--- src/design/ccfn_pkg.sv ---
package ccfn_pkg;

  localparam int unsigned FACE_W    = 16;
  localparam int unsigned ROW_IDX_W = 4;
  localparam int unsigned LIMIT_W   = 5;
  localparam int unsigned DEG_W     = 5;

  typedef enum logic {
    OP_WRITE_ROW = 1'b0,
    OP_QUERY     = 1'b1
  } op_e;

  typedef struct packed {
    logic wr_row;
    logic start;
    logic scan;
    logic v_inc;
    logic emit;
    logic finish;
  } cmd_t;

  typedef struct packed {
    logic s_any;
    logic s_done;
    logic v_last;
    logic pend_valid;
    logic out_free;
  } status_t;

endpackage

--- src/design/ccfn_ctrl.sv ---
module ccfn_ctrl (
  input  logic               clk_i,
  input  logic               rst_ni,
  input  logic               in_valid_i,
  input  logic               op_i,
  output logic               in_ready_o,
  input  ccfn_pkg::status_t  st_i,
  output ccfn_pkg::cmd_t     cmd_o
);

  typedef enum logic [3:0] {
    ST_IDLE  = 4'b0001,
    ST_SCAN  = 4'b0010,
    ST_EMIT  = 4'b0100,
    ST_FINAL = 4'b1000
  } state_e;

  state_e state_q, state_d;

  always_comb begin
    state_d    = state_q;
    cmd_o      = '0;
    in_ready_o = 1'b0;
    case (state_q)
      ST_IDLE: begin
        in_ready_o = 1'b1;
        if (in_valid_i) begin
          if (op_i == 1'(ccfn_pkg::OP_QUERY)) begin
            cmd_o.start = 1'b1;
            state_d     = ST_SCAN;
          end else begin
            cmd_o.wr_row = 1'b1;
          end
        end
      end
      ST_SCAN: begin
        cmd_o.scan = 1'b1;
        if (st_i.s_any) begin
          state_d = ST_EMIT;
        end else if (st_i.v_last) begin
          state_d = ST_FINAL;
        end else begin
          cmd_o.v_inc = 1'b1;
        end
      end
      ST_EMIT: begin
        if (!st_i.pend_valid || st_i.out_free) begin
          cmd_o.emit = 1'b1;
          if (st_i.s_done) begin
            if (st_i.v_last) begin
              state_d = ST_FINAL;
            end else begin
              cmd_o.v_inc = 1'b1;
              state_d     = ST_SCAN;
            end
          end
        end
      end
      ST_FINAL: begin
        if (st_i.out_free) begin
          cmd_o.finish = 1'b1;
          state_d      = ST_IDLE;
        end
      end
      default: begin
        state_d = ST_IDLE;
      end
    endcase
  end

  always_ff @(posedge clk_i or negedge rst_ni) begin
    if (!rst_ni) begin
      state_q <= ST_IDLE;
    end else begin
      state_q <= state_d;
    end
  end

endmodule

--- src/design/ccfn_dp.sv ---
module ccfn_dp #(
  parameter int unsigned MAX_VERTICES = 16
) (
  input  logic                               clk_i,
  input  logic                               rst_ni,
  input  ccfn_pkg::cmd_t                     cmd_i,
  output ccfn_pkg::status_t                  st_o,
  input  logic                               cfg_we_i,
  input  logic [ccfn_pkg::LIMIT_W-1:0]       cfg_wdata_i,
  input  logic [ccfn_pkg::ROW_IDX_W-1:0]     row_index_i,
  input  logic [ccfn_pkg::FACE_W-1:0]        row_bits_i,
  input  logic [ccfn_pkg::FACE_W-1:0]        face_mask_i,
  input  logic [ccfn_pkg::LIMIT_W-1:0]       scan_limit_i,
  output logic                               out_valid_o,
  input  logic                               out_ready_i,
  output logic [ccfn_pkg::FACE_W-1:0]        neighbour_face_o,
  output logic                               sign_negative_o,
  output logic                               neighbour_valid_o,
  output logic                               is_last_o,
  output logic                               face_in_complex_o,
  output logic [ccfn_pkg::DEG_W-1:0]         up_degree_o
);

  localparam int unsigned FW = ccfn_pkg::FACE_W;
  localparam int unsigned LW = ccfn_pkg::LIMIT_W;
  localparam int unsigned DW = ccfn_pkg::DEG_W;
  localparam int unsigned IW = $clog2(MAX_VERTICES);
  localparam logic [FW-1:0] VMASK  = FW'((32'd1 << MAX_VERTICES) - 32'd1);
  localparam logic [LW-1:0] MAXV   = LW'(MAX_VERTICES);
  localparam logic [IW-1:0] V_LAST = IW'(MAX_VERTICES - 1);

  logic [MAX_VERTICES-1:0] rows_q [MAX_VERTICES];
  logic [LW-1:0] vcount_q;
  logic [FW-1:0] face_q;
  logic [LW-1:0] limit_q;
  logic [LW-1:0] nv_q;
  logic [IW-1:0] v_q;
  logic [DW-1:0] deg_q;
  logic [FW-1:0] sel_q;
  logic          pend_valid_q;
  logic [FW-1:0] pend_face_q;
  logic          pend_sign_q;
  logic          out_valid_q;
  logic [FW-1:0] out_face_q;
  logic          out_sign_q;
  logic          out_nbv_q;
  logic          out_last_q;
  logic          out_clq_q;
  logic [DW-1:0] out_deg_q;

  logic [FW-1:0] v_oh;
  logic [FW-1:0] col;
  logic [FW-1:0] rowv;
  logic [FW-1:0] missing;
  logic          miss_one;
  logic [FW-1:0] joined_set;
  logic          v_out;
  logic [FW-1:0] sel_now;
  logic          up_hit;
  logic [IW-1:0] u_idx;
  logic [FW-1:0] u_oh;
  logic [FW-1:0] rest;
  logic          new_sign;
  logic [FW-1:0] new_face;
  logic          clq;
  logic          out_free;

  assign v_oh = FW'(1) << v_q;
  assign rowv = FW'(rows_q[v_q]);

  always_comb begin
    col = '0;
    for (int m = 0; m < MAX_VERTICES; m++) begin
      col[m] = rows_q[m][v_q];
    end
  end

  // A candidate joins the face minus one member when at most that member misses it.
  assign missing    = face_q & ~col;
  assign miss_one   = (missing != '0) && ((missing & (missing - FW'(1))) == '0);
  assign joined_set = (missing == '0) ? face_q : (miss_one ? missing : '0);
  assign v_out      = ((face_q & v_oh) == '0);
  assign sel_now    = (v_out && (LW'(v_q) < limit_q)) ? (joined_set & ~rowv) : '0;
  assign up_hit     = v_out && (missing == '0) && (LW'(v_q) < nv_q);

  always_comb begin
    u_idx = '0;
    for (int i = MAX_VERTICES - 1; i >= 0; i--) begin
      if (sel_q[i]) begin
        u_idx = IW'(i);
      end
    end
  end

  assign u_oh     = FW'(1) << u_idx;
  assign rest     = sel_q & ~u_oh;
  assign new_face = (face_q & ~u_oh) | v_oh;
  assign new_sign = ~((^(face_q & (u_oh - FW'(1)))) ^ (^(face_q & (v_oh - FW'(1))))
                      ^ (u_idx < v_q));

  always_comb begin
    clq = 1'b1;
    for (int a = 0; a < MAX_VERTICES; a++) begin
      if (face_q[a] && ((face_q & ~FW'(rows_q[a]) & FW'(32'hFFFF << (a + 1))) != '0)) begin
        clq = 1'b0;
      end
    end
  end

  assign out_free = !out_valid_q || out_ready_i;

  assign st_o.s_any      = (sel_now != '0);
  assign st_o.s_done     = (rest == '0);
  assign st_o.v_last     = (v_q == V_LAST);
  assign st_o.pend_valid = pend_valid_q;
  assign st_o.out_free   = out_free;

  always_ff @(posedge clk_i or negedge rst_ni) begin
    if (!rst_ni) begin
      for (int r = 0; r < MAX_VERTICES; r++) begin
        rows_q[r] <= '0;
      end
      vcount_q     <= MAXV;
      pend_valid_q <= 1'b0;
      out_valid_q  <= 1'b0;
    end else begin
      if (cfg_we_i) begin
        vcount_q <= cfg_wdata_i;
      end
      if (cmd_i.wr_row && (LW'(row_index_i) < MAXV)) begin
        rows_q[row_index_i[IW-1:0]] <= row_bits_i[MAX_VERTICES-1:0];
      end
      if (cmd_i.start || cmd_i.finish) begin
        pend_valid_q <= 1'b0;
      end else if (cmd_i.emit) begin
        pend_valid_q <= 1'b1;
      end
      if ((cmd_i.emit && pend_valid_q) || cmd_i.finish) begin
        out_valid_q <= 1'b1;
      end else if (out_ready_i) begin
        out_valid_q <= 1'b0;
      end
    end
  end

  always_ff @(posedge clk_i) begin
    if (cmd_i.start) begin
      face_q  <= face_mask_i & VMASK;
      limit_q <= (scan_limit_i > MAXV) ? MAXV : scan_limit_i;
      nv_q    <= (vcount_q > MAXV) ? MAXV : vcount_q;
      v_q     <= '0;
      deg_q   <= '0;
    end
    if (cmd_i.scan) begin
      sel_q <= sel_now;
      if (up_hit) begin
        deg_q <= deg_q + DW'(1);
      end
    end
    if (cmd_i.v_inc) begin
      v_q <= v_q + IW'(1);
    end
    if (cmd_i.emit) begin
      sel_q       <= rest;
      pend_face_q <= new_face;
      pend_sign_q <= new_sign;
      if (pend_valid_q) begin
        out_face_q <= pend_face_q;
        out_sign_q <= pend_sign_q;
        out_nbv_q  <= 1'b1;
        out_last_q <= 1'b0;
        out_clq_q  <= 1'b0;
        out_deg_q  <= '0;
      end
    end
    if (cmd_i.finish) begin
      out_face_q <= pend_valid_q ? pend_face_q : '0;
      out_sign_q <= pend_valid_q && pend_sign_q;
      out_nbv_q  <= pend_valid_q;
      out_last_q <= 1'b1;
      out_clq_q  <= clq;
      out_deg_q  <= deg_q;
    end
  end

  assign out_valid_o       = out_valid_q;
  assign neighbour_face_o  = out_face_q;
  assign sign_negative_o   = out_sign_q;
  assign neighbour_valid_o = out_nbv_q;
  assign is_last_o         = out_last_q;
  assign face_in_complex_o = out_clq_q;
  assign up_degree_o       = out_deg_q;

endmodule

--- src/design/clique_complex_face_neighbours.sv ---
// A row write is taken while idle, and the next word can follow it at once. A query visits
// the candidate vertices one per cycle while no neighbour is being emitted, then emits each
// neighbour it finds, and no new word is accepted until the query ends; the single candidate
// scan and the one-word output register bound the query, and a full output stalls the scan.
module clique_complex_face_neighbours #(
  parameter int unsigned MAX_VERTICES = 16
) (
  input  logic        clk_i,
  input  logic        rst_ni,
  input  logic        cfg_we_i,
  input  logic [4:0]  cfg_wdata_i,
  input  logic        in_valid_i,
  output logic        in_ready_o,
  input  logic        op_i,
  input  logic [3:0]  row_index_i,
  input  logic [15:0] row_bits_i,
  input  logic [15:0] face_mask_i,
  input  logic [4:0]  scan_limit_i,
  output logic        out_valid_o,
  input  logic        out_ready_i,
  output logic [15:0] neighbour_face_o,
  output logic        sign_negative_o,
  output logic        neighbour_valid_o,
  output logic        is_last_o,
  output logic        face_in_complex_o,
  output logic [4:0]  up_degree_o
);

  ccfn_pkg::cmd_t    cmd;
  ccfn_pkg::status_t st;

  ccfn_ctrl u_ctrl (
    .clk_i      (clk_i),
    .rst_ni     (rst_ni),
    .in_valid_i (in_valid_i),
    .op_i       (op_i),
    .in_ready_o (in_ready_o),
    .st_i       (st),
    .cmd_o      (cmd)
  );

  ccfn_dp #(
    .MAX_VERTICES (MAX_VERTICES)
  ) u_dp (
    .clk_i             (clk_i),
    .rst_ni            (rst_ni),
    .cmd_i             (cmd),
    .st_o              (st),
    .cfg_we_i          (cfg_we_i),
    .cfg_wdata_i       (cfg_wdata_i),
    .row_index_i       (row_index_i),
    .row_bits_i        (row_bits_i),
    .face_mask_i       (face_mask_i),
    .scan_limit_i      (scan_limit_i),
    .out_valid_o       (out_valid_o),
    .out_ready_i       (out_ready_i),
    .neighbour_face_o  (neighbour_face_o),
    .sign_negative_o   (sign_negative_o),
    .neighbour_valid_o (neighbour_valid_o),
    .is_last_o         (is_last_o),
    .face_in_complex_o (face_in_complex_o),
    .up_degree_o       (up_degree_o)
  );

  a_summary_on_last_only : assert property (@(posedge clk_i) disable iff (!rst_ni)
    (out_valid_o && !is_last_o) |-> (!face_in_complex_o && (up_degree_o == 5'd0)))
    else $error("summary fields set on a word that is not the last");

  a_empty_word_is_last : assert property (@(posedge clk_i) disable iff (!rst_ni)
    (out_valid_o && !neighbour_valid_o) |-> (is_last_o && (neighbour_face_o == 16'd0)))
    else $error("empty word is not a final word with a clear face");

  a_degree_in_range : assert property (@(posedge clk_i) disable iff (!rst_ni)
    out_valid_o |-> (up_degree_o <= 5'(MAX_VERTICES)))
    else $error("up degree exceeds the vertex count");

endmodule
--- config.mk ---
export PLATFORM = sky130hd
export DESIGN_NAME = clique_complex_face_neighbours
export DESIGN_NICKNAME = d
export VERILOG_FILES = /design/src/design/ccfn_pkg.sv /design/src/design/ccfn_ctrl.sv /design/src/design/ccfn_dp.sv /design/src/design/clique_complex_face_neighbours.sv
export SDC_FILE = /design/constraint.sdc
export NUM_CORES = 1
export LEC_CHECK = 0
export ABC_CLOCK_PERIOD_IN_PS = 5700
export BUFFER_PORTS_ARGS = -buffer_cell sky130_fd_sc_hd__buf_4
export CORE_MARGIN = 3
export CORE_UTILIZATION = 54
export DETAILED_ROUTE_END_ITERATION = 8
export GPL_TIMING_DRIVEN = 0
export PLACE_DENSITY = 0.75
export SYNTH_ARGS = -nofsm -noshare
export SYNTH_HDL_FRONTEND = slang
export SYNTH_SLANG_ARGS = --single-unit
--- constraint.sdc ---
create_clock -name clk_i -period 5.7 [get_ports clk_i]
set_input_delay 1.14 -clock clk_i [delete_from_list [all_inputs] [get_ports clk_i]]
set_output_delay 1.14 -clock clk_i [all_outputs]
set_load 0.05 [all_outputs]
==> flow_metrics.py <==
metrics = {
    "pwr": {
        "vdd.ir_drop.worst_mv": 0.304,
        "p_leak_nw": 10.0,
        "power_density_nw_per_um2": 333,
        "finalPower_mw": 7.93,
    },
    "yosys": {
        "synth_edf_count": 87,
        "ys.flop_type": "dfrtp_1",
        "synth_area_um2": 21300,
        "yosys_register_bits": 360,
        "synthCells": 1712,
        "yosysSeqAreaShare_pct": 44.2,
        "ys_types": 99,
        "async_flop_share_pct": 74.2,
        "synth.avg_cell_area_um2": 12.4,
        "syn_nets": 1782,
        "yosysWarnings": 0,
    },
    "timing": {
        "finalHoldViolations": 0,
        "slew_viol_final": 0,
        "worst_clock_skew_ns": 0.0150,
        "worst_pin_slew_ns": 1.28,
        "fin_hold_ws_ns": 0.494,
        "rsz0062_at_grt": "no",
        "period_share_pct": 95.3,
        "fmax_mhz": 184,
        "finalSetupTns_ns": 0,
        "setup-violations-final": 0,
        "min_period_ns": 5.43,
        "max_slew_margin_pct": 14.7,
    },
    "routing": {
        "drt_iter0_markers": 2232,
        "vias_per_cell": 7.29,
        "vias": 17300,
        "ant_nets": 0,
        "totalWireLength_um": 90400,
        "drc_errors": 0,
        "wl_per_cell_um": 38.1,
        "dr.pass1.iters": 7,
    },
    "global_route": {
        "grt_overflow": 0,
        "grt_pass1_wl_um": 127000,
        "antenna_found_initial": 2,
        "grtUsageTotal_pct": 43.4,
        "grt_max_degree": 124,
        "first_global_vias": 17000,
    },
    "floorplanning": {
        "die_y_um": 205,
        "dieArea_um2": 41800,
        "num_io_pins": 79,
        "initial_core_util_pct": 54.8,
        "fp.coreArea_um2": 38800,
        "die_x_um": 205,
        "rows": 72,
    },
    "clocking": {
        "clockBufferDepth": 3,
        "numCtsBuffers": 37,
        "cts_root_buf": "clkbuf_16",
        "htree_num_levels": 2,
        "cts_num_sinks": 360,
        "clkTransAtPathRegs_ns": 0.06,
        "cts_hold_buf": 0,
        "cts_tree": "done",
        "clk_latency_ns": 0.57,
    },
    "layout": {
        "multi_input_area_um2": 11000,
        "layout-drive-gt1-share_pct": 33.3,
        "area_growth_syn_to_layout_pct": 11.9,
        "final.fill_count": 2998,
        "final_cell_mix": "mux2_2 (288), dfrtp_1 (265), mux4_2 (107)",
        "final_nets": 1898,
        "final_common_cell": "mux2_2",
        "design_area_um2": 23800,
        "fin_util_pct": 61.3,
        "seq_area_um2": 9420,
    },
    "worst_setup_path": {
        "endpoint_kind": "register",
        "slowest_stage": "or3b_1",
        "crit_type": "reg -> reg",
        "path_cells": "buf_6, buf_6, inv_2, buf_4, buf_2, ha_1, or3b_1, ha_1, xor2_1, nand2_1, xor2_1, xnor3_1, xnor2_1, xor2_1, xnor2_1, xnor2_1, xnor2_1, xnor3_1",
        "critPathTopFamily": "XOR/XNOR gates",
        "start_kind": "register",
        "path_buf_inv": 5,
        "path_max_fanout": 11,
        "crit_required_ns": 5.97,
        "cp.arrival_ns": 5.71,
        "timing.critical_path.slowest_cell_delay_ns": 0.47,
        "cpMostUsedCell": "xnor2_1",
    },
    "placement": {
        "io_buffers": 76,
        "place_area_um2": 22600,
        "dp_hpwl_um": 68400,
        "finalWeightedCongestion": 1.10,
    },
    "min_path": {
        "hp-class": "reg -> reg",
    },
    "flow_run": {
        "maxCapViolCount": 0,
    },
    "status": {
        "status": "finished, final reports clean",
    },
}
-- power by group --
part           switching, mW  leakage [nW]  internal (mW)
Sequential             0.522          4.36           3.00
Clock                   1.05         0.609           1.48
Combinational           1.00          5.04          0.877
-- kinds of logic after synthesis --
logic type | count (synthesis) | synth area share (%)
compound gates | 293 | 9.73
flops | 360 | 44.2
fa+ha+maj | 18 | 1.06
simple gates | 381 | 9.21
xor+xnor | 32 | 1.45
buf+inv | 165 | 4.30
mux | 463 | 30.0
-- synth_stat cells (all sizes together) (32+ instances only) --
library cell  instances  share of area, %
a21oi                40              0.94
inv                  39              0.69
mux2                291                15
mux2i                62               2.9
dfrtp               265                31
nand2               105               1.9
clkbuf               67               1.2
nor2b                32              0.94
o22ai                67               2.0
nor2                 80               1.4
edfxtp               87                12
nand3                40              0.94
mux4                110                12
o21ai                49               1.2
buf                  54               2.3
-- metrics by stage --
stage               worst slack (ns)  cells
CTS                            0.344   2370
global route                  0.0974   2370
floorplan                       1.40   1712
finish                         0.265   2372
global placement             -0.0485   2306
detailed placement          -0.00567   2308
-- worst reg2reg max path, cell delays in order (launching register included) --
cell,delay [ns]
edfxtp_1,0.44
buf_6,0.20
buf_6,0.20
inv_2,0.25
buf_4,0.30
buf_2,0.44
ha_1,0.29
or3b_1,0.47
ha_1,0.34
xor2_1,0.16
nand2_1,0.09
xor2_1,0.16
xnor3_1,0.46
xnor2_1,0.20
xor2_1,0.20
xnor2_1,0.17
xnor2_1,0.17
xnor2_1,0.17
xnor3_1,0.44
-- final timing paths --
path,start,endpoint,slack [ns],cells past startpoint
max reg2reg,u_dp.v_q[0]$_SDFFCE_PN0P_,u_dp.pend_sign_q$_DFFE_PP_,0.27,18
max in group asynchronous,rst_ni,u_dp.rows_q[164]$_DFFE_PN0P_,4.10,2
min reg2reg,u_dp.deg_q[2]$_DFF_P_,u_dp.deg_q[2]$_DFF_P_,0.49,1
min in group asynchronous,rst_ni,u_dp.rows_q[228]$_DFFE_PN0P_,0.52,1
min,u_dp.deg_q[2]$_DFF_P_,u_dp.deg_q[2]$_DFF_P_,0.49,1
max,u_dp.v_q[0]$_SDFFCE_PN0P_,u_dp.pend_sign_q$_DFFE_PP_,0.27,18
-- sequential cells by signal, summed over array words and instances, names as in the netlist --
name,flops
u_ctrl.state_q,4
u_dp.face_q,16
u_dp.pend_valid_q,1
u_dp.face_in_complex_o,1
u_dp.vcount_q,5
u_dp.is_last_o,1
u_dp.pend_sign_q,1
u_dp.deg_q,5
u_dp.rows_q,256
u_dp.up_degree_o,5
u_dp.out_valid_o,1
u_dp.neighbour_valid_o,1
u_dp.sel_q,16
u_dp.nv_q,5
u_dp.limit_q,5
u_dp.v_q,4
u_dp.sign_negative_o,1
u_dp.neighbour_face_o,16
u_dp.pend_face_q,16
-- per-layer routing --
metal | track usage (%) | vias to the layer above | wire length [um]
met1 | 53.3 | 8606 | 32000
li1 | - | 6810 | -
met2 | 66.7 | 1395 | 39900
met4 | 30.1 | 0 | 8420
met3 | 11.9 | 470 | 10100
met5 | 0 | - | 0
-- cell type report --
| class | count | area share (%) |
|---|---|---|
| Sequential cell | 360 | 39.5 |
| Clock inverter | 14 | 0.804 |
| Inverter | 44 | 0.715 |
| Clock buffer | 49 | 4.42 |
| Antenna cell | 2 | 0.0210 |
| Buffer | 120 | 3.12 |
| Tap cell | 518 | 2.72 |
| Multi-Input combinational cell | 1187 | 46.0 |
| Timing Repair Buffer | 78 | 2.66 |
-- what timing repair did --
action,in CTS,in global routing
setup buffers,0,0
hold endpoints to repair,0,0
resized for setup,0,0
setup endpoints to repair,1,0
Power figures use the tool's default switching activity.
